`config.mk`:
```
export PLATFORM = sky130hd
export DESIGN_NAME = relative_slope_onset_function_unit
export DESIGN_NICKNAME = d
export VERILOG_FILES = /design/src/hdl/rsofu_pkg.sv /design/src/hdl/relative_slope_onset_function_unit.sv /design/src/hdl/rsofu_sequencer.sv /design/src/hdl/rsofu_datapath.sv
export SDC_FILE = /design/constraint.sdc
export NUM_CORES = 1
export LEC_CHECK = 0
export BUFFER_PORTS_ARGS = -buffer_cell sky130_fd_sc_hd__buf_2
export CORE_MARGIN = 2
export CORE_UTILIZATION = 40
export CTS_CLUSTER_SIZE = 28
export DETAILED_ROUTE_END_ITERATION = 8
export GPL_ROUTABILITY_DRIVEN = 0
export PLACE_DENSITY_LB_ADDON = 0.25
export SYNTH_ARGS = -nofsm -noshare
export SYNTH_HDL_FRONTEND = slang
export SYNTH_SLANG_ARGS = --single-unit
```
`constraint.sdc`:
```
create_clock -name aclk -period 25.6 [get_ports aclk]
set_clock_uncertainty 0.15 [all_clocks]
set_input_delay 5.12 -clock aclk [delete_from_list [all_inputs] [get_ports aclk]]
set_output_delay 5.12 -clock aclk [all_outputs]
set_load 0.005 [all_outputs]
```
`src/hdl/rsofu_pkg.sv`:
```
`timescale 1ns / 1ps
package rsofu_pkg;

    localparam int Q_BITS      = 16;   // quotient, Q1.15
    localparam int W_BITS      = 15;   // unsigned step weight
    localparam int W_ENTRIES   = 32;
    localparam int W_IDX_BITS  = 5;
    localparam int OUT_BITS    = 16;
    localparam int FRAC_SHIFT  = 16;
    localparam int UPC_BITS    = 3;
    localparam int PROG_STEPS  = 8;

    // round(65536000 / (k * 2929)), halves up, for k = 1 .. 32
    localparam logic [W_BITS-1:0] STEP_WEIGHT [W_ENTRIES] = '{
        15'd22375, 15'd11187, 15'd7458,  15'd5594,  15'd4475,  15'd3729,  15'd3196,
        15'd2797,  15'd2486,  15'd2237,  15'd2034,  15'd1865,  15'd1721,  15'd1598,
        15'd1492,  15'd1398,  15'd1316,  15'd1243,  15'd1178,  15'd1119,  15'd1065,
        15'd1017,  15'd973,   15'd932,   15'd895,   15'd861,   15'd829,   15'd799,
        15'd772,   15'd746,   15'd722,   15'd699
    };

    typedef enum logic [2:0] {
        COND_NEVER,
        COND_ALWAYS,
        COND_NO_TAKE,
        COND_TERM_DONE,
        COND_EQUAL,
        COND_DIV_MORE,
        COND_OUT_BUSY
    } cond_t;

    typedef logic [UPC_BITS-1:0] upc_t;

    typedef struct packed {
        logic  take_in;
        logic  load_term;
        logic  div_step;
        logic  mul;
        logic  acc;
        logic  tap_inc;
        logic  emit;
        cond_t cond;
        upc_t  target;
    } ucode_t;

    typedef struct packed {
        logic take_ok;
        logic term_done;
        logic equal;
        logic div_more;
        logic out_busy;
    } status_t;

endpackage

```
`src/hdl/relative_slope_onset_function_unit.sv`:
```
`timescale 1ns / 1ps
// channel | ports                    | payload
// input   | s_tvalid/s_tready/s_tdata | s_tdata: sample; s_tuser: restart
// output  | m_tvalid/m_tready/m_tdata | m_tdata: onset_strength (signed Q1.15)
//
// Each history entry that differs from the new sample runs the restoring divider
// (one quotient bit a cycle) and a multiply; entries equal to it skip both.
// Reset clears the sequencer, fill count, term index and output valid, not history.
// s_tready is high only while the sequencer waits; a result held on m_tdata by a
// low m_tready stalls the program in its final step until it is taken.
module relative_slope_onset_function_unit #(
    parameter int HISTORY_STEPS = 10,
    parameter int SAMPLE_BITS   = 16
) (
    input  logic                                   aclk,
    input  logic                                   aresetn,
    input  logic                                   s_tvalid,
    output logic                                   s_tready,
    input  logic [((SAMPLE_BITS + 7) / 8) * 8-1:0] s_tdata,   // [SAMPLE_BITS-1:0] sample
    input  logic                                   s_tuser,   // [0] restart
    output logic                                   m_tvalid,
    input  logic                                   m_tready,
    output logic [rsofu_pkg::OUT_BITS-1:0]         m_tdata    // [15:0] onset_strength
);

    localparam int S_DATA_BITS = ((SAMPLE_BITS + 7) / 8) * 8;

    rsofu_pkg::ucode_t  ctrl;
    rsofu_pkg::status_t stat;

    rsofu_sequencer u_seq (
        .aclk    (aclk),
        .aresetn (aresetn),
        .stat    (stat),
        .ctrl    (ctrl)
    );

    rsofu_datapath #(
        .HISTORY_STEPS (HISTORY_STEPS),
        .SAMPLE_BITS   (SAMPLE_BITS),
        .S_DATA_BITS   (S_DATA_BITS)
    ) u_dp (
        .aclk     (aclk),
        .aresetn  (aresetn),
        .ctrl     (ctrl),
        .stat     (stat),
        .s_tvalid (s_tvalid),
        .s_tready (s_tready),
        .s_tdata  (s_tdata),
        .s_tuser  (s_tuser),
        .m_tvalid (m_tvalid),
        .m_tready (m_tready),
        .m_tdata  (m_tdata)
    );

endmodule

```
`src/hdl/rsofu_sequencer.sv`:
```
`timescale 1ns / 1ps
module rsofu_sequencer (
    input  logic                aclk,
    input  logic                aresetn,
    input  rsofu_pkg::status_t  stat,
    output rsofu_pkg::ucode_t   ctrl
);

    localparam rsofu_pkg::upc_t STEP_WAIT  = 3'd0;
    localparam rsofu_pkg::upc_t STEP_CHECK = 3'd1;
    localparam rsofu_pkg::upc_t STEP_LOAD  = 3'd2;
    localparam rsofu_pkg::upc_t STEP_DIV   = 3'd3;
    localparam rsofu_pkg::upc_t STEP_MUL   = 3'd4;
    localparam rsofu_pkg::upc_t STEP_ACC   = 3'd5;
    localparam rsofu_pkg::upc_t STEP_SKIP  = 3'd6;
    localparam rsofu_pkg::upc_t STEP_FIN   = 3'd7;

    // fields: take_in, load_term, div_step, mul, acc, tap_inc, emit, cond, target
    // a condition that holds jumps to target, otherwise the next step follows;
    // the last step falls through to step 0
    localparam rsofu_pkg::ucode_t PROGRAM [rsofu_pkg::PROG_STEPS] = '{
        '{1'b1, 1'b0, 1'b0, 1'b0, 1'b0, 1'b0, 1'b0, rsofu_pkg::COND_NO_TAKE,   STEP_WAIT},
        '{1'b0, 1'b0, 1'b0, 1'b0, 1'b0, 1'b0, 1'b0, rsofu_pkg::COND_TERM_DONE, STEP_FIN},
        '{1'b0, 1'b1, 1'b0, 1'b0, 1'b0, 1'b0, 1'b0, rsofu_pkg::COND_EQUAL,     STEP_SKIP},
        '{1'b0, 1'b0, 1'b1, 1'b0, 1'b0, 1'b0, 1'b0, rsofu_pkg::COND_DIV_MORE,  STEP_DIV},
        '{1'b0, 1'b0, 1'b0, 1'b1, 1'b0, 1'b0, 1'b0, rsofu_pkg::COND_NEVER,     STEP_WAIT},
        '{1'b0, 1'b0, 1'b0, 1'b0, 1'b1, 1'b1, 1'b0, rsofu_pkg::COND_ALWAYS,    STEP_CHECK},
        '{1'b0, 1'b0, 1'b0, 1'b0, 1'b0, 1'b1, 1'b0, rsofu_pkg::COND_ALWAYS,    STEP_CHECK},
        '{1'b0, 1'b0, 1'b0, 1'b0, 1'b0, 1'b0, 1'b1, rsofu_pkg::COND_OUT_BUSY,  STEP_FIN}
    };

    rsofu_pkg::upc_t upc_reg;
    rsofu_pkg::upc_t upc_next;
    logic            cond_hit;

    assign ctrl = PROGRAM[upc_reg];

    always_comb begin
        case (ctrl.cond)
            rsofu_pkg::COND_NEVER:     cond_hit = 1'b0;
            rsofu_pkg::COND_ALWAYS:    cond_hit = 1'b1;
            rsofu_pkg::COND_NO_TAKE:   cond_hit = ~stat.take_ok;
            rsofu_pkg::COND_TERM_DONE: cond_hit = stat.term_done;
            rsofu_pkg::COND_EQUAL:     cond_hit = stat.equal;
            rsofu_pkg::COND_DIV_MORE:  cond_hit = stat.div_more;
            rsofu_pkg::COND_OUT_BUSY:  cond_hit = stat.out_busy;
            default:                   cond_hit = 1'b0;
        endcase
        upc_next = cond_hit ? ctrl.target : rsofu_pkg::upc_t'(upc_reg + 1'b1);
    end

    always_ff @(posedge aclk) begin
        if (!aresetn) begin
            upc_reg <= STEP_WAIT;
        end else begin
            upc_reg <= upc_next;
        end
    end

    a_take_starts_terms: assert property (@(posedge aclk) disable iff (!aresetn)
        (upc_reg == STEP_WAIT && stat.take_ok) |=> (upc_reg == STEP_CHECK))
        else $error("accepted transaction did not start the term loop");

    a_div_exits_to_mul: assert property (@(posedge aclk) disable iff (!aresetn)
        (ctrl.div_step && !stat.div_more) |=> (upc_reg == STEP_MUL))
        else $error("divider exit did not go to multiply");

    a_equal_skips: assert property (@(posedge aclk) disable iff (!aresetn)
        (upc_reg == STEP_LOAD && stat.equal) |=> (upc_reg == STEP_SKIP))
        else $error("equal samples were not skipped");

endmodule

```
`src/hdl/rsofu_datapath.sv`:
```
`timescale 1ns / 1ps
module rsofu_datapath #(
    parameter int HISTORY_STEPS = 10,
    parameter int SAMPLE_BITS   = 16,
    parameter int S_DATA_BITS   = 16
) (
    input  logic                              aclk,
    input  logic                              aresetn,
    input  rsofu_pkg::ucode_t                 ctrl,
    output rsofu_pkg::status_t                stat,
    input  logic                              s_tvalid,
    output logic                              s_tready,
    input  logic [S_DATA_BITS-1:0]            s_tdata,
    input  logic                              s_tuser,
    output logic                              m_tvalid,
    input  logic                              m_tready,
    output logic [rsofu_pkg::OUT_BITS-1:0]    m_tdata
);

    localparam int TW = $clog2(HISTORY_STEPS + 1);
    localparam int IW = (HISTORY_STEPS > 1) ? $clog2(HISTORY_STEPS) : 1;
    localparam int DW = SAMPLE_BITS + 1;
    localparam int RW = SAMPLE_BITS + 2;
    localparam int CW = $clog2(rsofu_pkg::Q_BITS);
    localparam int PW = rsofu_pkg::Q_BITS + rsofu_pkg::W_BITS;
    localparam int AW = PW + TW;
    localparam int QB = rsofu_pkg::Q_BITS;
    localparam int OB = rsofu_pkg::OUT_BITS;

    typedef logic [TW-1:0]                     tap_t;
    typedef logic [DW-1:0]                     den_t;
    typedef logic [RW-1:0]                     rem_t;
    typedef logic [CW-1:0]                     dcnt_t;
    typedef logic signed [AW-1:0]              acc_t;
    typedef logic [rsofu_pkg::W_IDX_BITS-1:0]  widx_t;

    localparam acc_t SAT_HI = acc_t'(32767);
    localparam acc_t SAT_LO = acc_t'(-32768);

    logic [SAMPLE_BITS-1:0] hist_reg [HISTORY_STEPS];

    logic [SAMPLE_BITS-1:0] x_reg, x_next;
    tap_t                   fill_reg, fill_next;
    tap_t                   tap_reg, tap_next;
    logic                   neg_reg, neg_next;
    den_t                   den_reg, den_next;
    rem_t                   rem_reg, rem_next;
    logic [QB-1:0]          quo_reg, quo_next;
    dcnt_t                  dcnt_reg, dcnt_next;
    logic signed [PW-1:0]   prod_reg, prod_next;
    acc_t                   acc_reg, acc_next;
    logic                   out_valid_reg, out_valid_next;
    logic [OB-1:0]          out_data_reg, out_data_next;

    logic [SAMPLE_BITS-1:0]          xk;
    logic                            take_ok;
    logic                            emit_go;
    rem_t                            trial;
    logic                            fits;
    logic signed [QB-1:0]            q_val;
    logic [rsofu_pkg::W_BITS-1:0]    weight;
    logic signed [PW:0]              prod_full;
    acc_t                            shifted;
    logic [OB-1:0]                   sat_val;

    assign xk      = hist_reg[tap_reg[IW-1:0]];
    assign take_ok = ctrl.take_in & s_tvalid;
    assign s_tready = ctrl.take_in;

    assign stat.take_ok   = take_ok;
    assign stat.term_done = (tap_reg >= fill_reg);
    assign stat.equal     = (x_reg == xk);
    assign stat.div_more  = (dcnt_reg != dcnt_t'(QB - 1));
    assign stat.out_busy  = out_valid_reg & ~m_tready;

    assign emit_go = ctrl.emit & ~stat.out_busy;

    // restoring division, one quotient bit per step; the first step only compares
    // because the dividend magnitude never exceeds the divisor
    assign trial = (dcnt_reg == '0) ? rem_reg : {rem_reg[RW-2:0], 1'b0};
    assign fits  = (trial >= rem_t'(den_reg));

    // a quotient of +1 saturates; -1 is representable
    always_comb begin
        if (neg_reg) begin
            q_val = $signed(~quo_reg + 1'b1);
        end else if (quo_reg[QB-1]) begin
            q_val = $signed({1'b0, {(QB-1){1'b1}}});
        end else begin
            q_val = $signed(quo_reg);
        end
    end

    assign weight    = rsofu_pkg::STEP_WEIGHT[widx_t'(tap_reg)];
    assign prod_full = q_val * $signed({1'b0, weight});

    assign shifted = acc_reg >>> rsofu_pkg::FRAC_SHIFT;

    always_comb begin
        if (shifted > SAT_HI) begin
            sat_val = {1'b0, {(OB-1){1'b1}}};
        end else if (shifted < SAT_LO) begin
            sat_val = {1'b1, {(OB-1){1'b0}}};
        end else begin
            sat_val = shifted[OB-1:0];
        end
    end

    always_comb begin
        x_next         = x_reg;
        fill_next      = fill_reg;
        tap_next       = tap_reg;
        neg_next       = neg_reg;
        den_next       = den_reg;
        rem_next       = rem_reg;
        quo_next       = quo_reg;
        dcnt_next      = dcnt_reg;
        prod_next      = prod_reg;
        acc_next       = acc_reg;
        out_valid_next = out_valid_reg;
        out_data_next  = out_data_reg;

        if (take_ok) begin
            x_next   = s_tdata[SAMPLE_BITS-1:0];
            tap_next = '0;
            acc_next = '0;
            if (s_tuser) begin
                fill_next = '0;
            end
        end

        if (ctrl.load_term) begin
            neg_next  = (x_reg < xk);
            rem_next  = (x_reg < xk) ? rem_t'(xk - x_reg) : rem_t'(x_reg - xk);
            den_next  = den_t'(x_reg) + den_t'(xk);
            quo_next  = '0;
            dcnt_next = '0;
        end

        if (ctrl.div_step) begin
            rem_next  = fits ? rem_t'(trial - rem_t'(den_reg)) : trial;
            quo_next  = {quo_reg[QB-2:0], fits};
            dcnt_next = dcnt_t'(dcnt_reg + 1'b1);
        end

        if (ctrl.mul) begin
            prod_next = prod_full[PW-1:0];
        end

        if (ctrl.acc) begin
            acc_next = acc_t'(acc_reg + acc_t'(prod_reg));
        end

        if (ctrl.tap_inc) begin
            tap_next = tap_t'(tap_reg + 1'b1);
        end

        if (emit_go) begin
            out_valid_next = 1'b1;
            out_data_next  = sat_val;
            if (fill_reg != tap_t'(HISTORY_STEPS)) begin
                fill_next = tap_t'(fill_reg + 1'b1);
            end
        end else if (m_tready) begin
            out_valid_next = 1'b0;
        end
    end

    always_ff @(posedge aclk) begin
        if (!aresetn) begin
            fill_reg      <= '0;
            tap_reg       <= '0;
            out_valid_reg <= 1'b0;
        end else begin
            fill_reg      <= fill_next;
            tap_reg       <= tap_next;
            out_valid_reg <= out_valid_next;
        end
        x_reg        <= x_next;
        neg_reg      <= neg_next;
        den_reg      <= den_next;
        rem_reg      <= rem_next;
        quo_reg      <= quo_next;
        dcnt_reg     <= dcnt_next;
        prod_reg     <= prod_next;
        acc_reg      <= acc_next;
        out_data_reg <= out_data_next;
    end

    // newest sample enters at the front once its result is out
    always_ff @(posedge aclk) begin
        if (emit_go) begin
            hist_reg[0] <= x_reg;
            for (int i = 1; i < HISTORY_STEPS; i++) begin
                hist_reg[i] <= hist_reg[i-1];
            end
        end
    end

    assign m_tvalid = out_valid_reg;
    assign m_tdata  = out_data_reg;

    a_tap_within_fill: assert property (@(posedge aclk) disable iff (!aresetn)
        tap_reg <= fill_reg)
        else $error("term index ran past the stored history");

    a_fill_bound: assert property (@(posedge aclk) disable iff (!aresetn)
        fill_reg <= tap_t'(HISTORY_STEPS))
        else $error("fill count above history depth");

    a_rem_below_den: assert property (@(posedge aclk) disable iff (!aresetn)
        ctrl.div_step |=> (rem_reg < rem_t'(den_reg)))
        else $error("divider remainder not below divisor");

endmodule
```
==> out/results.txt <==
outcome: finished clean
Worst-Skew Late Latency: 560 ps
I/O Buffers: 38
clock root buffer: clkbuf_16
RSZ-0062 raised after global routing: false
Netlist Area Pre-Place: 27,200 sq um
final wirelength: 60.8 mm
initial antenna violation count: 2
Final ANT Viol Nets: 0
Remaining DRCs: 0
CP required: 25,740 ps
CP Max Fanout: 12
Layout area overhead: 8.90%
Total Nets Final: 3,032
io pins: 39
met2 GRT Util: 28.8%
CP endpoint kind: register
met1 Resource Use GR: 24.4%
Yosys warning total: 0
total congestion overflow: 0
clock slew seen by the registers of the worst setup and hold paths: 60 ps
Slew Limit Fails: 0
Final WS setup: 17,060 ps
sequential area share after synthesis: 35.9%
CTS H-tree depth: 2
Vias/cell: 5.25
cell count after synthesis: 2,549
Netlist cell types: 81
Post-synth EDFFs: 314
Final HPWL DP: 46.7 mm
die width: 265 um
gr busiest metal: met2
CTS tree: done
clock buffer count from CTS: 39
asr flop ratio synth: 0%
clock sinks: 330
arrival time worst endpoint: 8680 ps
Fmax achieved: 0.117 GHz
crit share post-route: 33.4%
Final Setup Violations: 0
Die Ht: 265 um
hold bufs inserted after CTS: 0
first-pass GRT wire length: 99.8 mm
max reg flops: 160
# diodes: 0
Core Area: 67,300 sq um
Final min period: 8540 ps
wire length per cell: 17.5 um
crit path launch type: register
CTS max path bufs: 3
DR iter-0 viols: 1,373
Total GRT Usage: 17.6%
via count: 18,200
die area: 70,100 sq um
Total Negative Setup Slacks: 0 ps
Pre-Repair DR Iteration Count: 5
Synth Area per Inst: 10.7 sq um
crit path kind: register to register
number of max-cap violations: 0
endpoints failing hold: 0
post_cts resized: 0
Primary FF master, synth: edfxtp_1
Rows: 95
Yosys reg bits: 330
pin count of the biggest net entering global routing: 92
vias in the first global route: 18,800
grt met3 use: 2.65%
Initial Util: 40.4%
post-CTS setup buffer count: 0
synthesized net count: 3,016
worst-case headroom to the max-slew limit: 14.4%
Place WS: 17,110 ps
Worst-Margin Slew: 1280 ps
layout cell share with drive strength beyond 1: 8.55%
Hold WC Path Type: register to register
metal layers:
metal | vias up | routed length (um)
met5 | - | 30
met4 | 4 | 1480
met3 | 102 | 3100
met2 | 485 | 28100
met1 | 8972 | 28100
li1 | 8661 | -
metrics by stage:
step                      util [%]  instance area, sq um  hold WS [ps]  cells
after global placement        42.1                 28300           273   3397
after detailed placement      42.1                 28300           280   3397
final                         44.0                 29600           292   3468
after CTS                     44.0                 29600           292   3468
after global routing          44.0                 29600           301   3468
after floorplan                  -                 27200           271   2549
final cells by class:
| type | count | area, sq um |
|---|---|---|
| fill | 6287 | 37700 |
| timing repair buffer | 58 | 340 |
| sequential | 330 | 9750 |
| clock inverter | 21 | 255 |
| tap | 873 | 1090 |
| inverter | 381 | 1440 |
| multi-input combinational | 1755 | 15700 |
| clock buffer | 50 | 1040 |
final timing paths:
path,startpoint,end,slack (ps),cells past startpoint
setup / recovery,u_dp.quo_reg[2],u_dp.prod_reg[30],17060,25
hold / removal,u_dp.hist_reg[8][3],u_dp.hist_reg[9][3],290,0
setup reg to reg,u_dp.quo_reg[2],u_dp.prod_reg[30],17060,25
hold reg to reg,u_dp.hist_reg[8][3],u_dp.hist_reg[9][3],290,0
worst max-delay path, stage by stage (launching register included):
cell,delay [ps]
edfxtp_1,490
or4_1,590
or3_4,380
nand2b_4,170
nor2_2,120
xnor2_1,140
and2_1,440
nand2_1,230
fa_1,560
fa_1,550
inv_1,50
fa_1,490
fa_1,520
fa_1,540
inv_1,50
fa_1,520
inv_1,40
ha_1,220
or3_1,410
o32ai_2,270
o31ai_1,160
a21oi_2,240
nor3_2,80
o311a_1,360
a221o_1,340
xnor2_1,140
cells in the final DEF, fill, tap and decap left out, types with 27 or more instances in the layout:
cell type  instances
nand2_1          218
mux2_2            40
buf_2             38
ha_1             206
xnor2_1           85
nor3_1            27
a21oi_1          118
mux4_2            33
o21ai_0           99
a21o_1            42
fa_1             240
xor2_1            36
nor2_1           245
inv_1            378
edfxtp_1         314
mux2i_1           36
clkbuf_16         39
o21a_1            46
synthesized netlist by cell type (7+ instances only):
cell | number | area share, %
a21oi_1 | 118 | 2.2
a211oi_1 | 17 | 0.47
and3_1 | 7 | 0.16
o21ai_1 | 18 | 0.33
or2_2 | 8 | 0.18
and2_1 | 22 | 0.51
nand2b_1 | 11 | 0.25
o21bai_1 | 24 | 0.66
edfxtp_1 | 314 | 35
dfxtp_1 | 16 | 1.2
a31oi_1 | 9 | 0.21
xnor2_1 | 85 | 2.7
fa_1 | 240 | 18
o21a_1 | 46 | 1.3
o211ai_1 | 7 | 0.19
mux4_2 | 33 | 2.7
buf_1 | 12 | 0.17
nor2b_1 | 24 | 0.55
a21o_1 | 42 | 1.2
buf_2 | 7 | 0.13
nand2_1 | 218 | 3.0
nand3_1 | 23 | 0.42
mux2i_1 | 36 | 1.3
ha_1 | 206 | 9.5
nor2_1 | 246 | 3.4
o31ai_1 | 11 | 0.30
xor2_1 | 36 | 1.2
mux2_2 | 40 | 1.7
clkbuf_1 | 60 | 0.83
o21ai_0 | 99 | 1.8
inv_1 | 379 | 5.2
nor3_1 | 28 | 0.52
nand4_1 | 12 | 0.28
cell families after synthesis:
kind of cell / count (synthesis) / share of synthesized area [%]
AOI/OAI and AO/OA: 456 / 10.9
buffers and inverters: 464 / 6.48
xor gates and xnor gates: 121 / 3.90
muxes: 109 / 5.72
DFF: 330 / 35.9
and+or+nand+nor: 622 / 9.98
adders and majority gates: 447 / 27.2
Power is not shown: default switching activity piles up to over one toggle a cycle in this logic, so the estimate is an artifact.
